===== config.mk =====
export PLATFORM = sky130hd
export DESIGN_NAME = xtea_cell
export DESIGN_NICKNAME = d
export VERILOG_FILES = /design/src/design/assert_macros.svh /design/src/design/xtea_pkg.sv /design/src/design/xtea_cell.sv
export SDC_FILE = /design/constraint.sdc
export NUM_CORES = 1
export LEC_CHECK = 0
export ABC_AREA = 1
export ABC_CLOCK_PERIOD_IN_PS = 9240
export BUFFER_PORTS_ARGS = -buffer_cell sky130_fd_sc_hd__clkbuf_2
export CELL_PAD_IN_SITES_DETAIL_PLACEMENT = 1
export CELL_PAD_IN_SITES_GLOBAL_PLACEMENT = 2
export CORE_MARGIN = 5
export CORE_UTILIZATION = 30
export DETAILED_ROUTE_END_ITERATION = 10
export PLACE_DENSITY = 0.87
export SLEW_MARGIN = 30
export SYNTH_ARGS = -nofsm -noshare
export SYNTH_HDL_FRONTEND = slang
export SYNTH_SLANG_ARGS = --single-unit

===== constraint.sdc =====
create_clock -name clock -period 9.24 [get_ports clock]
set_input_delay 0.462 -clock clock [delete_from_list [all_inputs] [get_ports clock]]
set_output_delay 0.462 -clock clock [all_outputs]
set_load 0.02 [all_outputs]

===== src/design/assert_macros.svh =====
// ---------------------------------------------------------------------------
// assert_macros.svh
// Shared concurrent assertion macros for the XTEA block cipher RTL.
// ---------------------------------------------------------------------------
`ifndef ASSERT_MACROS_SVH
`define ASSERT_MACROS_SVH

// Property that must hold at every clock edge outside reset
`define XT_ASSERT(lbl, clk, rst, prop, msg) \
   lbl: assert property (@(posedge clk) disable iff (rst) (prop)) else $error(msg);

// Condition at one edge implies a consequence at the next edge
`define XT_ASSERT_NEXT(lbl, clk, rst, cond, nxt, msg) \
   lbl: assert property (@(posedge clk) disable iff (rst) (cond) |=> (nxt)) else $error(msg);

`endif


===== src/design/xtea_pkg.sv =====
// ---------------------------------------------------------------------------
// xtea_pkg
// Types and constants shared by the XTEA round pipeline.
// ---------------------------------------------------------------------------
`default_nettype none

package xtea_pkg;

   localparam int unsigned XT_WORD_W         = 32;
   localparam int unsigned XT_KEY_WORDS      = 4;
   localparam int unsigned XT_KEY_SEL_W      = 2;
   localparam int unsigned XT_KEY_SEL_SHIFT  = 11;
   localparam int unsigned XT_ROUNDS_DEFAULT = 32;
   localparam int unsigned XT_CSR_INDEX_W    = 2;

   // delta = 0x9E3779B9, applied as subtraction (or, to decrypt, addition) of its negation
   localparam logic [XT_WORD_W-1:0] XT_STEP  = 32'h61C8_8647;
   localparam logic [XT_WORD_W-1:0] XT_DELTA = 32'h9E37_79B9;

   // Operation codes carried in tuser
   localparam logic XT_ACT_ENCRYPT = 1'b0;
   localparam logic XT_ACT_DECRYPT = 1'b1;

   typedef logic [XT_KEY_WORDS-1:0][XT_WORD_W-1:0] xtea_key_type;

   // One block in flight through the rounds
   typedef struct packed {
      logic                 action;
      logic [XT_WORD_W-1:0] sum;
      logic [XT_WORD_W-1:0] v1;
      logic [XT_WORD_W-1:0] v0;
   } xtea_beat_type;

   // Result halves, laid out to match tdata (first half in the low bits)
   typedef struct packed {
      logic [XT_WORD_W-1:0] second;
      logic [XT_WORD_W-1:0] first;
   } xtea_pair_type;

endpackage

`default_nettype wire


===== src/design/xtea_cell.sv =====
// ---------------------------------------------------------------------------
// xtea_cell
// One XTEA round as two registered half rounds; cells chain into the pipeline.
// ---------------------------------------------------------------------------
`default_nettype none

module xtea_cell
   import xtea_pkg::*;
(
   input  wire logic          clock,
   input  wire logic          reset,
   input  wire logic          advance,
   input  wire xtea_key_type  key,
   input  wire logic          in_valid,
   input  wire xtea_beat_type in_beat,
   output logic               out_valid,
   output xtea_beat_type      out_beat
);

   localparam logic HALF_EARLY = 1'b0;
   localparam logic HALF_LATE  = 1'b1;

   // Half round. Encrypt: early half updates v0 (key by sum[1:0]) and steps sum,
   // late half updates v1 (key by sum[12:11]). Decrypt mirrors the order.
   function automatic xtea_beat_type half_round(input xtea_beat_type b,
                                                input xtea_key_type  k,
                                                input logic          late);
      xtea_beat_type            r;
      logic                     upd_v0;
      logic [XT_WORD_W-1:0]     src;
      logic [XT_WORD_W-1:0]     dst;
      logic [XT_WORD_W-1:0]     mixed;
      logic [XT_WORD_W-1:0]     keyed;
      logic [XT_WORD_W-1:0]     f;
      logic [XT_WORD_W-1:0]     res;
      logic [XT_KEY_SEL_W-1:0]  ksel;
      r      = b;
      upd_v0 = (b.action == late);
      src    = upd_v0 ? b.v1 : b.v0;
      dst    = upd_v0 ? b.v0 : b.v1;
      ksel   = upd_v0 ? b.sum[XT_KEY_SEL_W-1:0]
                      : b.sum[XT_KEY_SEL_SHIFT +: XT_KEY_SEL_W];
      mixed  = ((src << 4) ^ (src >> 5)) + src;
      keyed  = b.sum + k[ksel];
      f      = mixed ^ keyed;
      res    = (b.action == XT_ACT_DECRYPT) ? (dst - f) : (dst + f);
      if (upd_v0) begin
         r.v0 = res;
      end else begin
         r.v1 = res;
      end
      if (late == HALF_EARLY) begin
         r.sum = (b.action == XT_ACT_DECRYPT) ? (b.sum + XT_STEP) : (b.sum - XT_STEP);
      end
      return r;
   endfunction

   logic          mid_valid_ff;
   xtea_beat_type mid_beat_ff;
   logic          out_valid_ff;
   xtea_beat_type out_beat_ff;

   xtea_beat_type mid_beat_in;
   xtea_beat_type out_beat_in;

   assign mid_beat_in = half_round(in_beat, key, HALF_EARLY);
   assign out_beat_in = half_round(mid_beat_ff, key, HALF_LATE);

   // Two stages per round, shifting together with the rest of the chain
   always_ff @(posedge clock) begin
      if (reset) begin
         mid_valid_ff <= 1'b0;
         out_valid_ff <= 1'b0;
      end else if (advance) begin
         mid_valid_ff <= in_valid;
         out_valid_ff <= mid_valid_ff;
         mid_beat_ff  <= mid_beat_in;
         out_beat_ff  <= out_beat_in;
      end
   end

   assign out_valid = out_valid_ff;
   assign out_beat  = out_beat_ff;

endmodule

`default_nettype wire


# Word level (Yosys, flattened, before mapping)
# Cells that the tools add are included.
# op_classes
n_addsub	10
magnitude_cmp	2
muxes	17
bitwise_logic	5
reduce_logical	1
# ops
op	n
$mux 32	13
$add 32x32->32	6
$bmux 32 s2	2
$sub 32x32->32	2
$xor 32x27->32	2
$xor 32x32->32	2
$add 32x31->32 const B	1
$sub 32x31->32 const B	1
$lt 2x3->1 const B	2
$mux 2	2
$reduce_and 2->1	1
$not 1->1	1
# word_totals
ff_bits	196
inputBits	229
out_inout_bits	98
wordCells	45

# Longest topological paths before layout
# logic_depth
depth_word	8
depth_mapped	45
mapped_depth_nobuf	43

# Least setup slack after synthesis
# Ideal clock, no wire load.
# synth_timing
kind	input -> register
start	input advance
end	register mid_beat_ff[0] (netlist name), enable pin
setup_time_ps	755
arrival_ps	8623
required_time_ps	8485
setup_slack_ps	-138
stages	2
path_buffers	0
cell_sequence	inv_1 -> nor2_1
# synth_between
elab_chain_cells	1
# synth_lines
element	line	rtl
start, declared	xtea_cell.sv:12	input wire logic advance,
$reduce_and 2->1 (no line)	--	
end signal, assigned	xtea_cell.sv:77	mid_beat_ff <= mid_beat_in;
end, declared	xtea_cell.sv:59	xtea_beat_type mid_beat_ff;
# Every way passes these cells.
# A chain may end at the register's enable or synchronous reset.

==> impl_metrics.yaml <==
place:
  dp.cells: 5631
  hpwl_mm: 112
  gp_congestion: 0.982
  io_buffers: 326
sta:
  post-route-min-period_ps: 7370
  fin_setup_tns_ps: 0
  fin_worst_skew_ps: 19.6
  setup_viol: 0
  drv_slew: 0
  finalHoldWorstSlack_ps: 178
  slew_headroom_pct: 21.3
  rsz0062_at_grt: "false"
  worst_slew_pin_slew_ps: 1180
  max_freq_ghz: 0.136
  hold_viol: 0
  post-route-period-util_pct: 79.7
cts:
  postCtsSetupRepairBufs: 0
  cts_buffers: 17
  cts-resized-gates: 0
  clock_path_buffers: 2
  cts_hold_buf: 0
  cts_tree: "yes"
  clkTransAtPathRegs_ps: 100
  clkSinkCount: 196
  cts_root_buf: "clkbuf_16"
  h-tree-depth: 4
  clk_latency_ps: 510
setup_path:
  cp_max_fo: 47
  cp_data_arrival_time_ps: 7640
  cp_common_cell: "nand2_1"
  reg2regPathDepth: 34
  required_ps: 9510
  crit_path_start_kind: "flop"
  critPathSlowestCell: "o21ai_0"
  slowest_delay_ps: 650
  cp-end-kind: "flop"
  crit_type: "flop to flop"
yosys:
  netlist.top_cell.by_area: "edfxtp_1"
  syn-cell-area_mm2: 0.0268
  ys_async_sr_fraction_pct: 0
  yosys-top-cells-area: "edfxtp_1 (22%), nand2_1 (19%), ha_1 (11%)"
  syn_nets: 4678
  ys_seq_area_share_pct: 21.9
  synth_top_area_share_pct: 21.7
  ys_ff_latch: 196
  synth_warnings: 0
  postSynthAreaPerCell_um2: 6.36
  synth_top_flop_cell: "edfxtp_1"
  syn_inst: 4212
  synth_edf_count: 194
  synth.distinct_cells: 65
finish:
  drive_above_1_share_pct: 11.4
  fin_util_pct: 34.3
  stdcell_count: 5671
  final_common_cell: "nand2_1"
  syn_to_final_growth_pct: 13.3
  final_cell_mix: "nand2_1 (1384), inv_1 (540), a21oi_1 (355)"
  nNetsFinal: 4951
  fillCellCount: 11600
floorplan:
  fp.dieW_um: 309
  core-area_mm2: 0.0885
  die-area_mm2: 0.0954
  std_cell_rows: 109
  num_io_pins: 327
  start_util_pct: 30.3
  die_h_um: 309
power:
  ir_drop_uv: 165
  power_density_mw_per_mm2: 337
  power_mw: 10.2
  power_leakage_nw: 15.4
routing:
  viasPerCell: 5.19
  vias: 29500
  drt_wl_total_mm: 128
  drc: 0
  ant_nets: 0
  initialDrtViolationCount: 2172
  drt_first_pass_iters: 7
  avgRoutedWirePerCell_um: 22.6
global_route:
  gr-total-overflow: 0
  grt_use_met2_pct: 44.9
  met1_usage_pct: 33.9
  grt_busiest_layer: "met2"
  grt_usage_pct: 26.0
  use_met3_pct: 3.38
  grt_pass1_wl_mm: 186
  grt_max_degree: 160
  antenna_found_initial: 11
  grt_pass1_vias: 29200
flow_run:
  cap_violations: 0
run_status:
  status: "finished, final reports clean"
hold_path:
  whs_path_depth: 2
  hp-class: "primary input to flop"
-- cell usage after synthesis (9+ instances only) --
master,instances
nand3_2,19
buf_1,12
a31oi_1,30
nor3_1,24
inv_1,543
o21ai_0,279
o211ai_1,16
nor2_2,23
nor4_1,9
nor2_1,283
nand2_2,33
or2_2,12
edfxtp_1,194
o21ai_1,35
nand3b_1,26
nand4_1,36
xor2_1,159
a21oi_1,355
a21o_1,21
clkbuf_1,65
nand2_1,1385
o21bai_1,13
nand3_1,192
xnor2_1,95
ha_1,230
-- power breakdown --
part,total (mW),switching [mW],internal [mW]
logic,7.88,5.40,2.48
registers,1.51,0.161,1.35
clock network,0.839,0.455,0.384
total,10.2,6.01,4.22
-- final timing paths --
check,startpoint,end,slack (ps)
setup reg to reg,mid_beat_ff[64],out_beat[62],1870
hold reg to reg,mid_valid_ff,out_valid,470
setup / recovery,mid_beat_ff[64],out_beat[62],1870
hold / removal,reset,out_valid,180
-- metrics by stage --
stage | worst slack [ps] | area [µm²]
global route | 1350 | 30400
global placement | 1950 | 29700
CTS | 2010 | 30300
finish | 1870 | 30400
floorplan | 3230 | 26800
detailed placement | 1890 | 29700
-- routing by layer --
layer  routed length [µm]  up-vias
li1                     -    14400
met1                56100    14200
met2                61400      748
met3                 6730      151
met4                 4020        4
met5                   21        -
-- critical path, delay by kind of cell, from the launching register on --
kind / cells / cell delay (ps)
compound gates: 7 / 2120
flops: 1 / 540
simple gates: 20 / 2320
fa+ha+maj: 2 / 710
buf+inv: 4 / 1170
xor+xnor: 1 / 220
-- layout make-up --
class / instances / area [µm²] / area share (%)
antenna: 8 / 20.0 / 0.0659
clock buffer: 17 / 425 / 1.40
clock inverter: 15 / 215 / 0.709
inverter: 548 / 2060 / 6.79
multi-input combinational: 3378 / 18500 / 61.0
sequential: 196 / 5870 / 19.3
tap: 1165 / 1460 / 4.80
timing repair buffer: 344 / 1810 / 5.96
-- state kept, by name, indices dropped and copies added, names as in the netlist --
signal,cells
mid_beat_ff,97
out_beat,97
mid_valid_ff,1
out_valid,1
-- cells by family (layout without fill, tap and decap cells) --
logic type / Yosys count / in the layout / share of synthesized area [%]
buf+inv: 638 / 924 / 9.14
simple gates: 2072 / 2072 / 32.5
other cells: 0 / 8 / 0
compound gates: 806 / 806 / 16.4
flops: 196 / 196 / 21.9
fa+ha+maj: 237 / 237 / 11.3
mux: 2 / 2 / 0.0747
xor+xnor: 261 / 261 / 8.77
Note: power is estimated with default switching activity, not from simulation.
