## config.mk

```make
export PLATFORM = sky130hd
export DESIGN_NAME = xtea_out_buf
export DESIGN_NICKNAME = d
export VERILOG_FILES = /design/src/design/assert_macros.svh /design/src/design/xtea_pkg.sv /design/src/design/xtea_out_buf.sv
export SDC_FILE = /design/constraint.sdc
export NUM_CORES = 1
export LEC_CHECK = 0
export BUFFER_PORTS_ARGS = -buffer_cell sky130_fd_sc_hd__buf_4
export CORE_ASPECT_RATIO = 0.8
export CORE_MARGIN = 4
export CORE_UTILIZATION = 52
export CTS_CLUSTER_DIAMETER = 200
export DETAILED_ROUTE_END_ITERATION = 6
export GPL_TIMING_DRIVEN = 0
export PLACE_DENSITY = 0.8
export SYNTH_ARGS = -nofsm -noshare
export SYNTH_HDL_FRONTEND = slang
export SYNTH_SLANG_ARGS = --single-unit
```

## constraint.sdc

```tcl
create_clock -name clock -period 6.7 [get_ports clock]
set_input_delay 0.335 -clock clock [delete_from_list [all_inputs] [get_ports clock]]
set_output_delay 0.335 -clock clock [all_outputs]
set_load 0.01 [all_outputs]
```

## src/design/assert_macros.svh

```systemverilog
// ---------------------------------------------------------------------------
// assert_macros.svh
// Shared concurrent assertion macros for the XTEA block cipher RTL.
// ---------------------------------------------------------------------------
`ifndef ASSERT_MACROS_SVH
`define ASSERT_MACROS_SVH

// Property that must hold at every clock edge outside reset
`define XT_ASSERT(lbl, clk, rst, prop, msg) \
   lbl: assert property (@(posedge clk) disable iff (rst) (prop)) else $error(msg);

// Condition at one edge implies a consequence at the next edge
`define XT_ASSERT_NEXT(lbl, clk, rst, cond, nxt, msg) \
   lbl: assert property (@(posedge clk) disable iff (rst) (cond) |=> (nxt)) else $error(msg);

`endif

```

## src/design/xtea_pkg.sv

```systemverilog
// ---------------------------------------------------------------------------
// xtea_pkg
// Types and constants shared by the XTEA round pipeline.
// ---------------------------------------------------------------------------
`default_nettype none

package xtea_pkg;

   localparam int unsigned XT_WORD_W         = 32;
   localparam int unsigned XT_KEY_WORDS      = 4;
   localparam int unsigned XT_KEY_SEL_W      = 2;
   localparam int unsigned XT_KEY_SEL_SHIFT  = 11;
   localparam int unsigned XT_ROUNDS_DEFAULT = 32;
   localparam int unsigned XT_CSR_INDEX_W    = 2;

   // delta = 0x9E3779B9, applied as subtraction (or, to decrypt, addition) of its negation
   localparam logic [XT_WORD_W-1:0] XT_STEP  = 32'h61C8_8647;
   localparam logic [XT_WORD_W-1:0] XT_DELTA = 32'h9E37_79B9;

   // Operation codes carried in tuser
   localparam logic XT_ACT_ENCRYPT = 1'b0;
   localparam logic XT_ACT_DECRYPT = 1'b1;

   typedef logic [XT_KEY_WORDS-1:0][XT_WORD_W-1:0] xtea_key_type;

   // One block in flight through the rounds
   typedef struct packed {
      logic                 action;
      logic [XT_WORD_W-1:0] sum;
      logic [XT_WORD_W-1:0] v1;
      logic [XT_WORD_W-1:0] v0;
   } xtea_beat_type;

   // Result halves, laid out to match tdata (first half in the low bits)
   typedef struct packed {
      logic [XT_WORD_W-1:0] second;
      logic [XT_WORD_W-1:0] first;
   } xtea_pair_type;

endpackage

`default_nettype wire

```

## src/design/xtea_out_buf.sv

```systemverilog
// ---------------------------------------------------------------------------
// xtea_out_buf
// Output register with a one-beat skid stage behind the round pipeline.
// ---------------------------------------------------------------------------
`default_nettype none

module xtea_out_buf
   import xtea_pkg::*;
(
   input  wire logic          clock,
   input  wire logic          reset,
   input  wire logic          in_valid,
   input  wire xtea_pair_type in_data,
   output logic               full,
   output logic               out_valid,
   input  wire logic          out_ready,
   output xtea_pair_type      out_data
);

   logic          out_valid_ff;
   xtea_pair_type out_data_ff;
   logic          skid_valid_ff;
   xtea_pair_type skid_data_ff;

   logic out_free;

   assign out_free = !out_valid_ff || out_ready;

   // Output slot loads from skid first; a beat that finds the slot busy parks
   always_ff @(posedge clock) begin
      if (reset) begin
         out_valid_ff  <= 1'b0;
         skid_valid_ff <= 1'b0;
      end else if (out_free) begin
         if (skid_valid_ff) begin
            out_valid_ff  <= 1'b1;
            out_data_ff   <= skid_data_ff;
            skid_valid_ff <= 1'b0;
         end else begin
            out_valid_ff <= in_valid;
            out_data_ff  <= in_data;
         end
      end else if (in_valid) begin
         skid_valid_ff <= 1'b1;
         skid_data_ff  <= in_data;
      end
   end

   assign full      = skid_valid_ff;
   assign out_valid = out_valid_ff;
   assign out_data  = out_data_ff;

endmodule

`default_nettype wire

```

# Word level (Yosys, flattened, before mapping)
# Index checks and enable logic that the tools add are counted.
[op_classes]
n_mux = 2
bitwise_logic = 2
n_reduce_logical = 5
[ops]
columns = ["op", "count"]
rows = [
  ["$mux W64", 1],
  ["$reduce_and A3 Y1", 1],
  ["$not A1 Y1", 2],
  ["$reduce_and A2 Y1", 1],
  ["$reduce_or A2 Y1", 1],
  ["$logic_not A1 Y1", 1],
  ["$logic_or A1 B1 Y1", 1],
  ["$mux W1", 1],
]
[word_totals]
inputBits = 68
output_inout_bits = 66
wordCells = 15
register_bits = 130

# Logic depth before layout (Yosys ltp)
# Gate-level depths: netlist of the first run.
[depth]
word_depth = 4
ltp_mapped = 4
mapped_depth_nobuf = 2

# Worst setup path before layout of the first run
# No wires, ideal clock.
[synth_path]
path_kind = "input-to-reg"
startpoint = "input port out_ready"
endpoint = "register skid_data_ff[0] (netlist name) (enable)"
arrival_ps = 5216
setup_ps = 579
path_slack_ps = 905
n_path_buf = 0
path_stages = 2
required_time_ps = 6121
path_cell_list = "nand2b_1 -> nor3b_1"
[synth_via]
elab_chain_len = 3
[synth_rtl]
columns = ["element", "line_no", "text"]
rows = [
  ["start: declaration", "xtea_out_buf.sv:16", "input wire logic out_ready,"],
  ["$logic_or A1 B1 Y1", "xtea_out_buf.sv:27", "assign out_free = !out_valid_ff || out_ready;"],
  ["$not A1 Y1 (no source line)", "n/a", ""],
  ["$reduce_and A3 Y1 (no source line)", "n/a", ""],
  ["end signal: assignment", "xtea_out_buf.sv:45", "skid_data_ff <= in_data;"],
  ["end: declaration", "xtea_out_buf.sv:23", "xtea_pair_type skid_data_ff;"],
]
# No other way between the ends.
# A chain may end at the register's enable or synchronous reset.

# Worst setup path in the final report of the first run
[layout_path]
startpoint = "register out_valid_ff, in the netlist out_valid"
endpoint = "register skid_data_ff[40] (netlist name) (enable)"
[layout_via]
elab_chain_len = 4
[layout_rtl]
columns = ["element", "line_no", "text"]
rows = [
  ["start: declaration", "xtea_out_buf.sv:20", "logic out_valid_ff;"],
  ["start signal: assignment", "xtea_out_buf.sv:40", "out_valid_ff <= in_valid;"],
  ["$logic_not A1 Y1", "xtea_out_buf.sv:27", ""],
  ["$logic_or A1 B1 Y1", "xtea_out_buf.sv:27", ""],
  ["$not A1 Y1 (no source line)", "n/a", ""],
  ["$reduce_and A3 Y1 (no source line)", "n/a", ""],
]
# No other way between the ends.

==> results.txt, run 1 <==
- DRC violations left: 0
- Compared with the post-synthesis result, the final layout area differs by 36.4%.
- Measured on the finished design, the core utilization comes to 0.733.
- For this design the top-level I/O count stands at 134.
- Remaining number of nets flagged by the antenna check after routing: 0
- In this run the deepest clock path goes through 2 buffers.
* Filler cell count: around 550
* Kind of start point of the critical path: register
* Net count reported at finish: approximately 430
- For this run, the top clock speed supported by timing is roughly 0.45 GHz.
- Instance area at placement: 6150 um^2
* Gate count after technology mapping: about 210
- Area of the mapped netlist: 4900 um^2
- The finished cells cover about 6700 um^2.
- Across every metal layer, demand over resource in global routing totals 0.180.
- For this configuration, the core starts out at a cell density of 0.538.
* Crit end category: register
- Wires add up to 9150 um.
* Slew of the pin with the lowest slew margin: 0.968 ns
- Using the TritonRoute via totals, the vias-per-cell ratio works out to 4.98.
* Path type of the worst min-delay path: input pin to register
- Global routing finished with a remaining overflow of 0.
* Result of the run: finished clean
* Total setup buffers inserted after CTS: 0
- The number of failing hold endpoints at the final stage is 0.
- The floorplan has 31 rows.
* Synth Area per Inst: between 20 and 25 um^2
* Total nets after synthesis: 275
- Count of warnings emitted by yosys: 0
- Between clock sinks in the finished design, the worst skew comes to 0.00556 ns.
* Required time worst endpoint: 6.81 ns
* Number of gates resized after cts: 0
- Input and output buffers added on the ports amount to 133.
* Clock root cell: sky130_fd_sc_hd__clkbuf_16
- Clock transition at the registers of the reported paths: 0.05 ns
* Leakage power summed over all cells: between 2 and 3 nW
* Placer congestion estimate: 0.690
* Max-capacitance violation count: 0
* Remaining max-slew budget at the tightest pin: 0.352
- Setup Viol. Count Final: 0
- Clock Sink Count: 130
- Global-route wire length before repair: 14400 um
- TritonCTS built the clock tree.
- Buffers inserted during clock tree synthesis total 17.
* Core footprint: 9110 um^2
- Largest net degree at the start of global routing: 32
* H-tree depth reported by CTS: 4
* Number of DRC violations after detailed-routing iteration 0: 164
- The die is roughly 95 um tall.
* Vias in the first global route: ~2800
- Total of flip-flops plus latches after synthesis: 130
- The count of final max-slew check failures was 0.
- Vias: 2457
- Post-DP HPWL: 6480 um
* Placed cell count: 462
- The die covers 11000 um^2.
- Critical path start-end classification: register to register
* Count of hold-fix buffers inserted at cts: 0
- After detailed routing, the average wire length per cell comes to approximately 19 um.
- RSZ-0062 raised after global routing: no
- For this design the ratio of total power to cell area is 289 nW/um^2.
- Post-Route Setup TNS: 0 ns
- First-pass DRT Iterations: 6
- Horizontal die dimension: around 120 um
- Ratio of cells with drive above 1 in the final layout: 0.624
- Minimum period implied by the final worst setup slack: 2.20 ns
- The synthesized netlist contains 12 unique library cells.
- Worst ir drop on vdd: 283 uV
- For the worst-skew pair, the clock arrives at the later sink with an insertion delay of about 0.4 ns.
- The initial antenna violation count is 0.
- Non-filler instance count after layout: 493
- Critical path arrival: 2.31 ns
- Critical-path maximum fanout: 12
* Register area share after synthesis: 0.793
- Period utilization: 0.328
* Count of inserted antenna diode cells: 0
[registers in the layout, indices dropped and copies added, names as in the netlist]
signal and count:
out_data 64, skid_data_ff 64, full 1, out_valid 1
[kinds of logic after synthesis]
group | after synthesis | share of synthesized area
simple gates | 5 | 0.00690
mux | 64 | 0.185
compound gates | 1 | 0.00102
buf+inv | 7 | 0.0148
flops | 130 | 0.793
[metal layers]
| metal | global-route usage | share of wire |
|---|---|---|
| met5 | 0 | 0 |
| met4 | 0.0821 | 0.014 |
| met1 | 0.210 | 0.40 |
| met3 | 0.0910 | 0.12 |
| met2 | 0.279 | 0.47 |
[final cells by class]
| cell class | count | area (um^2) | area share |
|---|---|---|---|
| repair buffers | 140 | 1090 | 0.164 |
| clock inverters | 9 | 90.1 | 0.0135 |
| flip-flops and latches | 130 | 3880 | 0.581 |
| well taps | 115 | 144 | 0.0215 |
| multi-input cells | 70 | 956 | 0.143 |
| clock buffers | 22 | 444 | 0.0664 |
| plain buffers | 7 | 72.6 | 0.0109 |
[synth_stat cells]
cell	instances	area, um^2
sky130_fd_sc_hd__buf_6	6	67.6
sky130_fd_sc_hd__nor2b_1	1	6.26
sky130_fd_sc_hd__buf_2	1	5.00
sky130_fd_sc_hd__nor3b_1	1	7.51
sky130_fd_sc_hd__mux2_2	15	169
sky130_fd_sc_hd__a21oi_1	1	5.00
sky130_fd_sc_hd__dfxtp_1	2	40.0
sky130_fd_sc_hd__edfxtp_1	128	3840
sky130_fd_sc_hd__nor2_1	1	3.75
sky130_fd_sc_hd__nand2b_1	1	6.26
sky130_fd_sc_hd__nor3_2	1	10.0
sky130_fd_sc_hd__mux2_4	49	736
[cells in the final DEF, fill, tap and decap left out]
cell type / instances
sky130_fd_sc_hd__clkbuf_16: 17
sky130_fd_sc_hd__nor2b_4: 1
sky130_fd_sc_hd__a21oi_1: 1
sky130_fd_sc_hd__edfxtp_1: 128
sky130_fd_sc_hd__clkinv_1: 4
sky130_fd_sc_hd__buf_4: 133
sky130_fd_sc_hd__nor3b_2: 1
sky130_fd_sc_hd__mux2_4: 49
sky130_fd_sc_hd__buf_2: 1
sky130_fd_sc_hd__buf_12: 2
sky130_fd_sc_hd__buf_6: 11
sky130_fd_sc_hd__dfxtp_1: 2
sky130_fd_sc_hd__nand2b_1: 1
sky130_fd_sc_hd__mux2_2: 15
sky130_fd_sc_hd__clkinv_2: 3
sky130_fd_sc_hd__bufinv_16: 2
sky130_fd_sc_hd__nor3_2: 1
sky130_fd_sc_hd__nor2_1: 1
sky130_fd_sc_hd__clkbuf_1: 5
[per-stage QoR]
step / hold slack, ns / setup slack, ns / power, mW
6_report: 0.115 / 4.50 / 1.93
5_1_grt: 0.0965 / 4.30 / 2.01
4_1_cts: 0.0950 / 4.47 / 1.95
3_5_place_dp: 0.524 / 4.29 / 1.11
3_3_place_gp: 0.522 / -1.18 / 1.10
2_1_floorplan: 0.404 / 0.905 / 1.02
[final timing paths]
kind | start | to | slack (ns) | cells past startpoint
max | out_valid$_SDFFE_PP0P_ | skid_data_ff[40]$_DFFE_PP_ | 4.50 | 5
min | in_data[6] | skid_data_ff[6]$_DFFE_PP_ | 0.11 | 1
max reg2reg | out_valid$_SDFFE_PP0P_ | skid_data_ff[40]$_DFFE_PP_ | 4.50 | 5
min reg2reg | skid_data_ff[12]$_DFFE_PP_ | out_data[12]$_DFFE_PP_ | 0.55 | 1
[power breakdown]
part,leakage [nW],internal [mW],switching [mW]
sequential,1.21,0.932,0.00857
clock,0.262,0.537,0.306
combinational,1.14,0.0883,0.0604
total,2.62,1.56,0.375
[worst max-delay path, stage by stage (launching register included)]
cell and delay, ns:
sky130_fd_sc_hd__dfxtp_1 0.33, sky130_fd_sc_hd__nand2b_1 0.13, sky130_fd_sc_hd__nor3b_2 0.81, sky130_fd_sc_hd__buf_6 0.26, sky130_fd_sc_hd__buf_6 0.19, sky130_fd_sc_hd__buf_6 0.18
(Power assumes the default switching activity.)
==> run 2: changes to the inputs <==
--- a/config.mk
+++ b/config.mk
@@ -5,6 +5,7 @@
 export SDC_FILE = /design/constraint.sdc
 export NUM_CORES = 1
 export LEC_CHECK = 0
+export ABC_AREA = 1
 export BUFFER_PORTS_ARGS = -buffer_cell sky130_fd_sc_hd__buf_4
 export CORE_ASPECT_RATIO = 0.8
 export CORE_MARGIN = 4
@@ -12,7 +13,7 @@
 export CTS_CLUSTER_DIAMETER = 200
 export DETAILED_ROUTE_END_ITERATION = 6
 export GPL_TIMING_DRIVEN = 0
-export PLACE_DENSITY = 0.8
+export PLACE_DENSITY = 0.81
 export SYNTH_ARGS = -nofsm -noshare
 export SYNTH_HDL_FRONTEND = slang
 export SYNTH_SLANG_ARGS = --single-unit
==> constraint.sdc (replaced) <==
create_clock -name clock -period 2.3 [get_ports clock]
set_input_delay 0.115 -clock clock [delete_from_list [all_inputs] [get_ports clock]]
set_output_delay 0.115 -clock clock [all_outputs]
set_load 0.01 [all_outputs]
==> run 2 against run 1 <==
Clock power rose to 3.3 times the previous value; power rose to 3.1 times the previous value; final cell count up 41%; sequential cell count unchanged; die area down 1.6%; worst setup slack worse by 4.2 ns; synthesized cell count up 67%; via count up 37%; first-iteration DRC count up 85%; wire length up 22%; largest cell class unchanged.
==> results.txt, run 2 <==
* All-layer global routing usage: 0.212 (+0.0326)
* Critical path arrival: 2.08 ns (-0.23 ns)
* Average via count per standard cell: 4.83 (-3.0%)
* Wire length after detailed routing: 11200 um (+22%)
* Worst ir drop on vdd: 651 uV (+130%)
* RSZ-0062 raised after global routing: no
- The number of enable-type register cells in the synthesized netlist is 128 (unchanged).
- Max-capacitance violation count: 0 (unchanged)
- Clock Sink Count: 130 (unchanged)
- The largest buffer count on any clock path was 2 (unchanged).
- The full die area came to 10900 um^2 (-1.6%).
- The total power divided by cell area came to 827 nW/um^2 (+190%).
- The part of the Yosys area used for sequential elements is 0.806 (+0.0138).
- The final RePlAce weighted congestion was 0.704 (+2.0%).
- Cell family contributing the most delay on the critical path: simple AND/OR/NAND/NOR gates
- In the layout the commonest cells are 139 x sky130_fd_sc_hd__buf_4, 128 x sky130_fd_sc_hd__edfxtp_1, 67 x sky130_fd_sc_hd__inv_1.
* Clock root cell: sky130_fd_sc_hd__clkbuf_16
- Ratio of cells with drive above 1 in the final layout: 0.313 (-0.312)
- The number of failing hold endpoints at the final stage is 0 (unchanged).
- Clock transition at the registers of the reported paths: 0.06 ns (about the same)
- Most area-hungry cell type in the Yosys netlist: sky130_fd_sc_hd__edfxtp_1
- The number of cell rows was 31 (unchanged).
- Endpoint of the lowest-slack register-to-register path: skid_data_ff[22]$_DFFE_PP_
- The number of global-route vias before repair is 3462 (+24%).
- The cell total after placement was 597 (+29%).
- The overall overflow remaining after global route is 0 (unchanged).
- The worst slew margin relative to its limit was 0.351 (-0.000706).
- The data required time of the worst path came to 2.38 ns (-4.43 ns).
- The number of synthesized register bits is 130 (unchanged).
* Minimum period implied by the final worst setup slack: 2.00 ns (-0.199 ns)
- Worst setup skew after layout: 0.00629 ns (+0.000726 ns)
* Period utilization: 0.869 (+0.541)
* Non-filler instance count after layout: 694 (+41%)
- The number of instances in the synthesized netlist came to 346 (+67%).
- Slew of the pin with the lowest slew margin: 0.971 ns (+0.00300 ns)
- CTS buffer count: 17 (unchanged)
- The number of design rule violations left after detail routing is 0 (unchanged).
* Critical path start-end classification: register to register
- The post-synthesis average cell area is 13.9 um^2 (-41%).
- The commonest cells after synthesis are 128 x sky130_fd_sc_hd__edfxtp_1, 67 x sky130_fd_sc_hd__inv_1, 65 x sky130_fd_sc_hd__nand2_1.
* TritonCTS clock tree: built
- The number of placed I/O pins came to 134 (unchanged).
* Slowest cell on crit path: sky130_fd_sc_hd__nor2_4
* Starting Density: 0.533 (-0.00466)
* H-tree depth reported by CTS: 4 (unchanged)
- In this run the most critical hold path is launched from reset.
* Proportion of netlist area held by the largest area contributor: 0.798 (+0.0137)
- STA classifies the critical path endpoint as a register.
* WL/cell: 16.1 um (-13%)
- Worst setup timing slack at the placement stage: 0.255 ns (-4.03 ns)
- The initial DRC count is 304 (+85%).
- The number of nets in the synthesized netlist came to 414 (+51%).
* Leakage power summed over all cells: 3.02 nW (+15%)
- In this run the critical register-to-register path is launched from out_valid$_SDFFE_PP0P_.
- The initial antenna violation count came to 0 (unchanged).
* Crit path buffers/inverters: 1 (-2)
* Quantity of I/O buffers inserted on ports: 133 (unchanged)
- The first-pass GRT wire length is 17200 um (+19%).
- The post-layout net count is 634 (+46%).
* Worst reg-to-reg path cell count: 3 (-2)
- Clock insertion delay at the later pin of the skew report: 0.39 ns (-0.02 ns)
- Post-DP HPWL: 6840 um (+5.6%)
- The end-of-flow core utilization came to 0.809 (+0.0755).
* Most common cell after layout, fill and taps aside: sky130_fd_sc_hd__buf_4
* Setup Viol. Count Final: 0 (unchanged)
- Vias: 3355 (+37%)
* Remaining number of nets flagged by the antenna check after routing: 0 (unchanged)
* Worst hold path cell count: 4 (+3)
* Synthesis-to-layout area growth: 51.8%
- The peak clock frequency supported by timing came to 0.500 GHz (+9.9%).
- Critical Path, Cell by Cell: nand3_1, nor2_4, buf_12
- The post-place instance area is 6040 um^2 (-1.7%).
* Area of the mapped netlist: 4820 um^2 (-1.7%)
* Most used flip-flop cell after synthesis: sky130_fd_sc_hd__edfxtp_1
- In the post-synthesis netlist, the biggest area contributors are sky130_fd_sc_hd__edfxtp_1 80%, sky130_fd_sc_hd__o21ai_0 6.1%, sky130_fd_sc_hd__inv_1 5.2%.
* Path type of the worst min-delay path: input pin to register
- Number of different library cells in the post-synthesis netlist: 14 (+2)
* Result of the run: finished clean
- The largest stage delay on the critical path was 0.77 ns (-0.04 ns).
- The largest net degree at the start of global routing came to 34 (+6.3%).
* Final WS setup: 0.301 ns (-4.20 ns)
- Critical-path maximum fanout: 33 (+21)
* Post-Route Setup TNS: 0 ns (unchanged)
* Horizontal die dimension: 116 um (-0.80%)
* Count of warnings emitted by yosys: 0 (unchanged)
* Floorplan die height: 94.1 um (-0.79%)
- The async set-reset flop share out of synthesis came to 0 (unchanged).
- STA classifies the critical path startpoint as a register.
- The worst hold path terminates at out_valid$_SDFFE_PP0P_.
- The placeable core area was 9040 um^2 (-0.85%).
- Most frequently used cell type in the post-synthesis netlist: sky130_fd_sc_hd__edfxtp_1
- Max-slew violation total from the final report: 0 (unchanged)
* First-pass DRT Iterations: 4 (-2)
* Count of inserted antenna diode cells: 0 (unchanged)
- Cell area after layout: 7310 um^2 (+9.4%)
- The setup slack of the most critical reg-to-reg path came to 0.30 ns (-4.20 ns).
## run 2: changes by cell type in the layout (fill, tap and decap cells not counted), sizes merged, moves of 2 or more
cell	previous run	this run
inv	0	69
dlygate4sd3	0	65
nand2	0	65
o21ai	0	65
mux2	64	0
bufinv	2	4
clkbuf	22	20
nor2	1	3
## run 2: how the worst max path moves through the flow
stage | from | cells past startpoint | end
2_1_floorplan | out_valid$_SDFFE_PP0P_ | 2 | skid_data_ff[0]$_DFFE_PP_
3_3_place_gp | out_valid$_SDFFE_PP0P_ | 2 | skid_data_ff[25]$_DFFE_PP_
3_5_place_dp | out_valid$_SDFFE_PP0P_ | 3 | skid_data_ff[30]$_DFFE_PP_
4_1_cts | out_valid$_SDFFE_PP0P_ | 3 | skid_data_ff[35]$_DFFE_PP_
5_1_grt | out_valid$_SDFFE_PP0P_ | 3 | skid_data_ff[22]$_DFFE_PP_
6_report | out_valid$_SDFFE_PP0P_ | 3 | skid_data_ff[22]$_DFFE_PP_
## run 2: routing by layer
metal,vias to the layer above,part of all wire,global-route usage
li1,1610,-,-
met1,1582,0.39,0.243
met2,153,0.53,0.383
met3,10,0.075,0.0631
met4,0,0.0088,0.0655
met5,-,0,0
## run 2: cell type report
type | instances | area (um^2)
inverters | 67 | 251
repair buffers | 201 | 1720
multi-input cells | 135 | 609
well taps | 115 | 144
plain buffers | 14 | 90.1
clock buffers | 18 | 429
flip-flops and latches | 130 | 3880
clock inverters | 14 | 186
fillers | 475 | 1730
## run 2: cells by family (layout without fill, tap and decap cells)
logic type | Yosys count | count (layout) | synth area share
flops | 130 | 130 | 0.806
compound gates | 66 | 66 | 0.0686
simple gates | 69 | 69 | 0.0540
buf+inv | 81 | 314 | 0.0709
## run 2: where the power goes
group / leakage, nW / switching, mW / internal, mW
clock: 0.302 / 0.976 / 1.81
combinational: 1.50 / 0.227 / 0.278
sequential: 1.21 / 0.0311 / 2.72
## run 2: worst register-to-register path: cells and delay by family, from the launching register on
family / cells / cell delay, ns
AND/OR/NAND/NOR: 2 / 0.96
flip-flops: 1 / 0.40
buffers and inverters: 1 / 0.31
## run 2: metrics by stage
step,total power [mW],hold WS [ns]
6_report,6.05,0.0264
5_1_grt,6.24,0.0291
4_1_cts,6.07,0.0117
3_5_place_dp,3.21,0.304
3_3_place_gp,3.18,0.303
2_1_floorplan,2.94,0.214
## run 2: timing repair
action	in CTS	in global routing
hold endpoints to repair	66	0
hold buffers	65	0
buffers inserted	0	0
resized for setup	0	0
==> run 3: changes to the inputs <==
--- a/config.mk
+++ b/config.mk
@@ -5,7 +5,7 @@
 export SDC_FILE = /design/constraint.sdc
 export NUM_CORES = 1
 export LEC_CHECK = 0
-export ABC_AREA = 1
+export ABC_CLOCK_PERIOD_IN_PS = 2300
 export BUFFER_PORTS_ARGS = -buffer_cell sky130_fd_sc_hd__buf_4
 export CORE_ASPECT_RATIO = 0.8
 export CORE_MARGIN = 4
@@ -13,7 +13,7 @@
 export CTS_CLUSTER_DIAMETER = 200
 export DETAILED_ROUTE_END_ITERATION = 6
 export GPL_TIMING_DRIVEN = 0
-export PLACE_DENSITY = 0.81
+export PLACE_DENSITY = 0.8
 export SYNTH_ARGS = -nofsm -noshare
 export SYNTH_HDL_FRONTEND = slang
 export SYNTH_SLANG_ARGS = --single-unit
==> run 3 against run 2 <==
Non-clock buffer count down 4; maximum frequency up 6.1%; wire length down 2.4%; sequential cell count unchanged; via count down 17%; register-to-register slack better by 0.11 ns; count of clock-buffer cells in the layout unchanged; worst setup slack better by 0.11 ns; combinational power up 6.2%; highest routed layer unchanged.
==> results.txt, run 3 (synthesis gave the netlist of run 1 again) <==
- STA classifies the critical path startpoint as a register.
- Full die area: 11000 um^2 (+1.6%)
- Setup Viol. Count Final: 0 (unchanged)
- Sequential share of power: 0.439 (-0.017)
- Path type of the worst min-delay path: input pin to register
- The count of filler cells inserted in the layout was 406 (-15%).
- The number of cells upsized or downsized after cts came to 0 (unchanged).
- Maximum buffer depth of the clock tree: 2 (unchanged)
- The switching power as a share of total power came to 0.191 (-0.0130).
- Count of hold-fix buffers inserted at cts: 67 (+3.1%)
- The number of antenna cells inserted is 0 (unchanged).
- The end-of-flow core utilization is 0.819 (+0.0101).
- The clock group share of total power came to 0.475 (+0.014).
- Combinational cell fraction of total power: 0.086 (+0.003)
- Wire length after detailed routing: 10900 um (-2.4%)
- The actual slew at the worst max-slew pin was 0.944 ns (-0.0269 ns).
- DRC violations left: 0 (unchanged)
- Achievable Freq: 0.531 GHz (+6.1%)
* Cell area after layout: 7470 um^2 (+2.1%)
- The worst slew margin relative to its limit is 0.369 (+0.0182).
- Number of antenna violations at the first check in global routing: 0 (unchanged)
* Post-DP HPWL: 6230 um (-8.8%)
- The minimum period implied by the final worst setup slack came to 1.88 ns (-0.115 ns).
- Final Hold Slack: 0.0192 ns (-0.00712 ns)
- The maximum fanout count along the critical path came to 35 (+6.1%).
* Vias: 2790 (-17%)
- The data arrival time of the critical path is 1.98 ns (-0.10 ns).
* Total power draw: 6.24 mW (+3.3%)
* Quantity of I/O buffers inserted on ports: 133 (unchanged)
- The initial DRC count was 149 (-51%).
* Average via count per standard cell: 5.00 (+3.4%)
- Instance area at placement: 6150 um^2 (+1.7%)
- Cell family contributing the most delay on the critical path: simple AND/OR/NAND/NOR gates
- Most common cell after layout, fill and taps aside: sky130_fd_sc_hd__buf_4
* Crit end category: register
- The number of cells traversed by the worst hold path was 3 (-1).
- The total power divided by cell area is 836 nW/um^2 (+1.1%).
- Starting Density: 0.538 (+0.00466)
- The startpoint identified for the worst hold timing path is out_ready.
- Relative to the synthesized area, the layout overhead comes to 52.4%.
* Largest net degree at the start of global routing: 36 (+5.9%)
- Remaining number of nets flagged by the antenna check after routing: 0 (unchanged)
- Critical Path, Cell by Cell: nand2b_4, nor2b_4, buf_12
* Reg-to-Reg Start: out_valid$_SDFFE_PP0P_
- Commonest non-fill, non-tap cells in the layout: 133 x sky130_fd_sc_hd__buf_4, 128 x sky130_fd_sc_hd__edfxtp_1, 67 x sky130_fd_sc_hd__dlygate4sd3_1
- Placed cell count: 459 (-23%)
- First-pass DRT Iterations: 4 (unchanged)
- The data required time of the worst path was 2.40 ns (+0.02 ns).
- Worst-case register-to-register setup slack: 0.42 ns (+0.11 ns)
- The worst setup slack after placement came to 0.403 ns (+0.148 ns).
* Vias in the first global route: 3055 (-12%)
* Clock insertion delay at the later pin of the skew report: 0.41 ns (+0.02 ns)
* Result of the run: finished clean
* Endpoint of the lowest-slack register-to-register path: out_data[28]$_DFFE_PP_
- The number of setup buffers added after CTS was 0 (unchanged).
- The switching power total was 1.19 mW (-3.3%).
* Post-Route Setup TNS: 0 ns (unchanged)
- Ratio of cells with drive above 1 in the final layout: 0.540 (+0.227)
- TritonCTS clock tree: built
- Clock Sink Count: 130 (unchanged)
- The count of final max-slew check failures came to 0 (unchanged).
- Clock root cell: sky130_fd_sc_hd__clkbuf_16
- The number of violations of the max-capacitance limit was 0 (unchanged).
- The leakage power came to 2.94 nW (-2.5%).
* Critical path start-end classification: register to register
* Floorplan die height: 94.8 um (+0.79%)
- RSZ-0062 raised after global routing: no
* Worst ir drop on vdd: 778 uV (+20%)
- The number of failing hold endpoints at the final stage was 0 (unchanged).
* Placer congestion estimate: 0.711 (+0.99%)
* Worst reg-to-reg path cell count: 3 (unchanged)
- The overall overflow remaining after global route is 0 (unchanged).
* Clock transition at the registers of the reported paths: 0.06 ns (about the same)
- For hold timing, the worst endpoint is full$_SDFFE_PP0P_.
* Crit path buffers/inverters: 1 (unchanged)
* Core footprint: 9110 um^2 (+0.86%)
* Total I/O pin count: 134 (unchanged)
* Slowest cell on crit path: sky130_fd_sc_hd__nor2b_4
- WL/cell: 19.6 um (+21%)
* All-layer global routing usage: 0.209 (-0.00324)
* CTS buffer count: 17 (unchanged)
- Horizontal die dimension: 117 um (+0.80%)
- Period utilization: 0.819 (-0.0500)
- Non-filler instance count after layout: 558 (-20%)
- The largest stage delay on the critical path was 0.78 ns (about the same).
- The internal portion of total power was 5.05 mW (+4.9%).
* Net count reported at finish: 498 (-21%)
- H-tree depth reported by CTS: 4 (unchanged)
- Global-route wire length before repair: 16700 um (-2.9%)
* Final WS setup: 0.416 ns (+0.115 ns)
* Number of cell rows: 31 (unchanged)
* Worst setup skew after layout: 0.00784 ns (+0.00156 ns)
run 3: cell types whose count changed in the layout (fill, tap and decap cells not counted), sizes merged, moves of 4 or more:
cell	previous run	this run
buf	148	144
nand2	65	0
mux2	0	64
o21ai	65	0
inv	69	0
run 3: cell type report:
class,instances,area (um^2),share of cell area
Buffer,7,72.6,0.00972
Timing Repair Buffer,204,1750,0.234
Multi-Input combinational cell,70,970,0.130
Sequential cell,130,3890,0.521
Clock inverter,14,216,0.0290
Clock buffer,18,429,0.0575
Tap cell,115,144,0.0193
run 3: worst min-delay path, cell delays in order:
cell,delay (ns)
sky130_fd_sc_hd__buf_4,0.08
sky130_fd_sc_hd__nand2b_4,0.14
sky130_fd_sc_hd__nor3_2,0.05
run 3: worst max path at each step:
| stage | start | to | cells after the start |
|---|---|---|---|
| 4_1_cts | out_valid$_SDFFE_PP0P_ | out_data[28]$_DFFE_PP_ | 3 |
| 5_1_grt | out_valid$_SDFFE_PP0P_ | out_data[28]$_DFFE_PP_ | 3 |
| 3_5_place_dp | out_valid$_SDFFE_PP0P_ | out_data[23]$_DFFE_PP_ | 3 |
| 2_1_floorplan | out_valid$_SDFFE_PP0P_ | skid_data_ff[0]$_DFFE_PP_ | 2 |
| 3_3_place_gp | out_valid$_SDFFE_PP0P_ | skid_data_ff[27]$_DFFE_PP_ | 2 |
| 6_report | out_valid$_SDFFE_PP0P_ | out_data[28]$_DFFE_PP_ | 3 |
run 3: metal layers:
| layer | global-route usage | wire length (um) |
|---|---|---|
| met2 | 0.345 | 5400 |
| met1 | 0.241 | 4260 |
| met5 | 0 | 0 |
| met3 | 0.0846 | 1090 |
| met4 | 0.0908 | 176 |
run 3: power groups by stage:
stage                     Sequential (mW)  Combinational, mW  Clock, mW
after CTS                            2.74              0.531       2.99
final                                2.74              0.535       2.97
after global placement               2.79              0.412          0
after detailed placement             2.79              0.435          0
after floorplan                      2.83              0.141          0
after global routing                 2.75              0.572       3.11
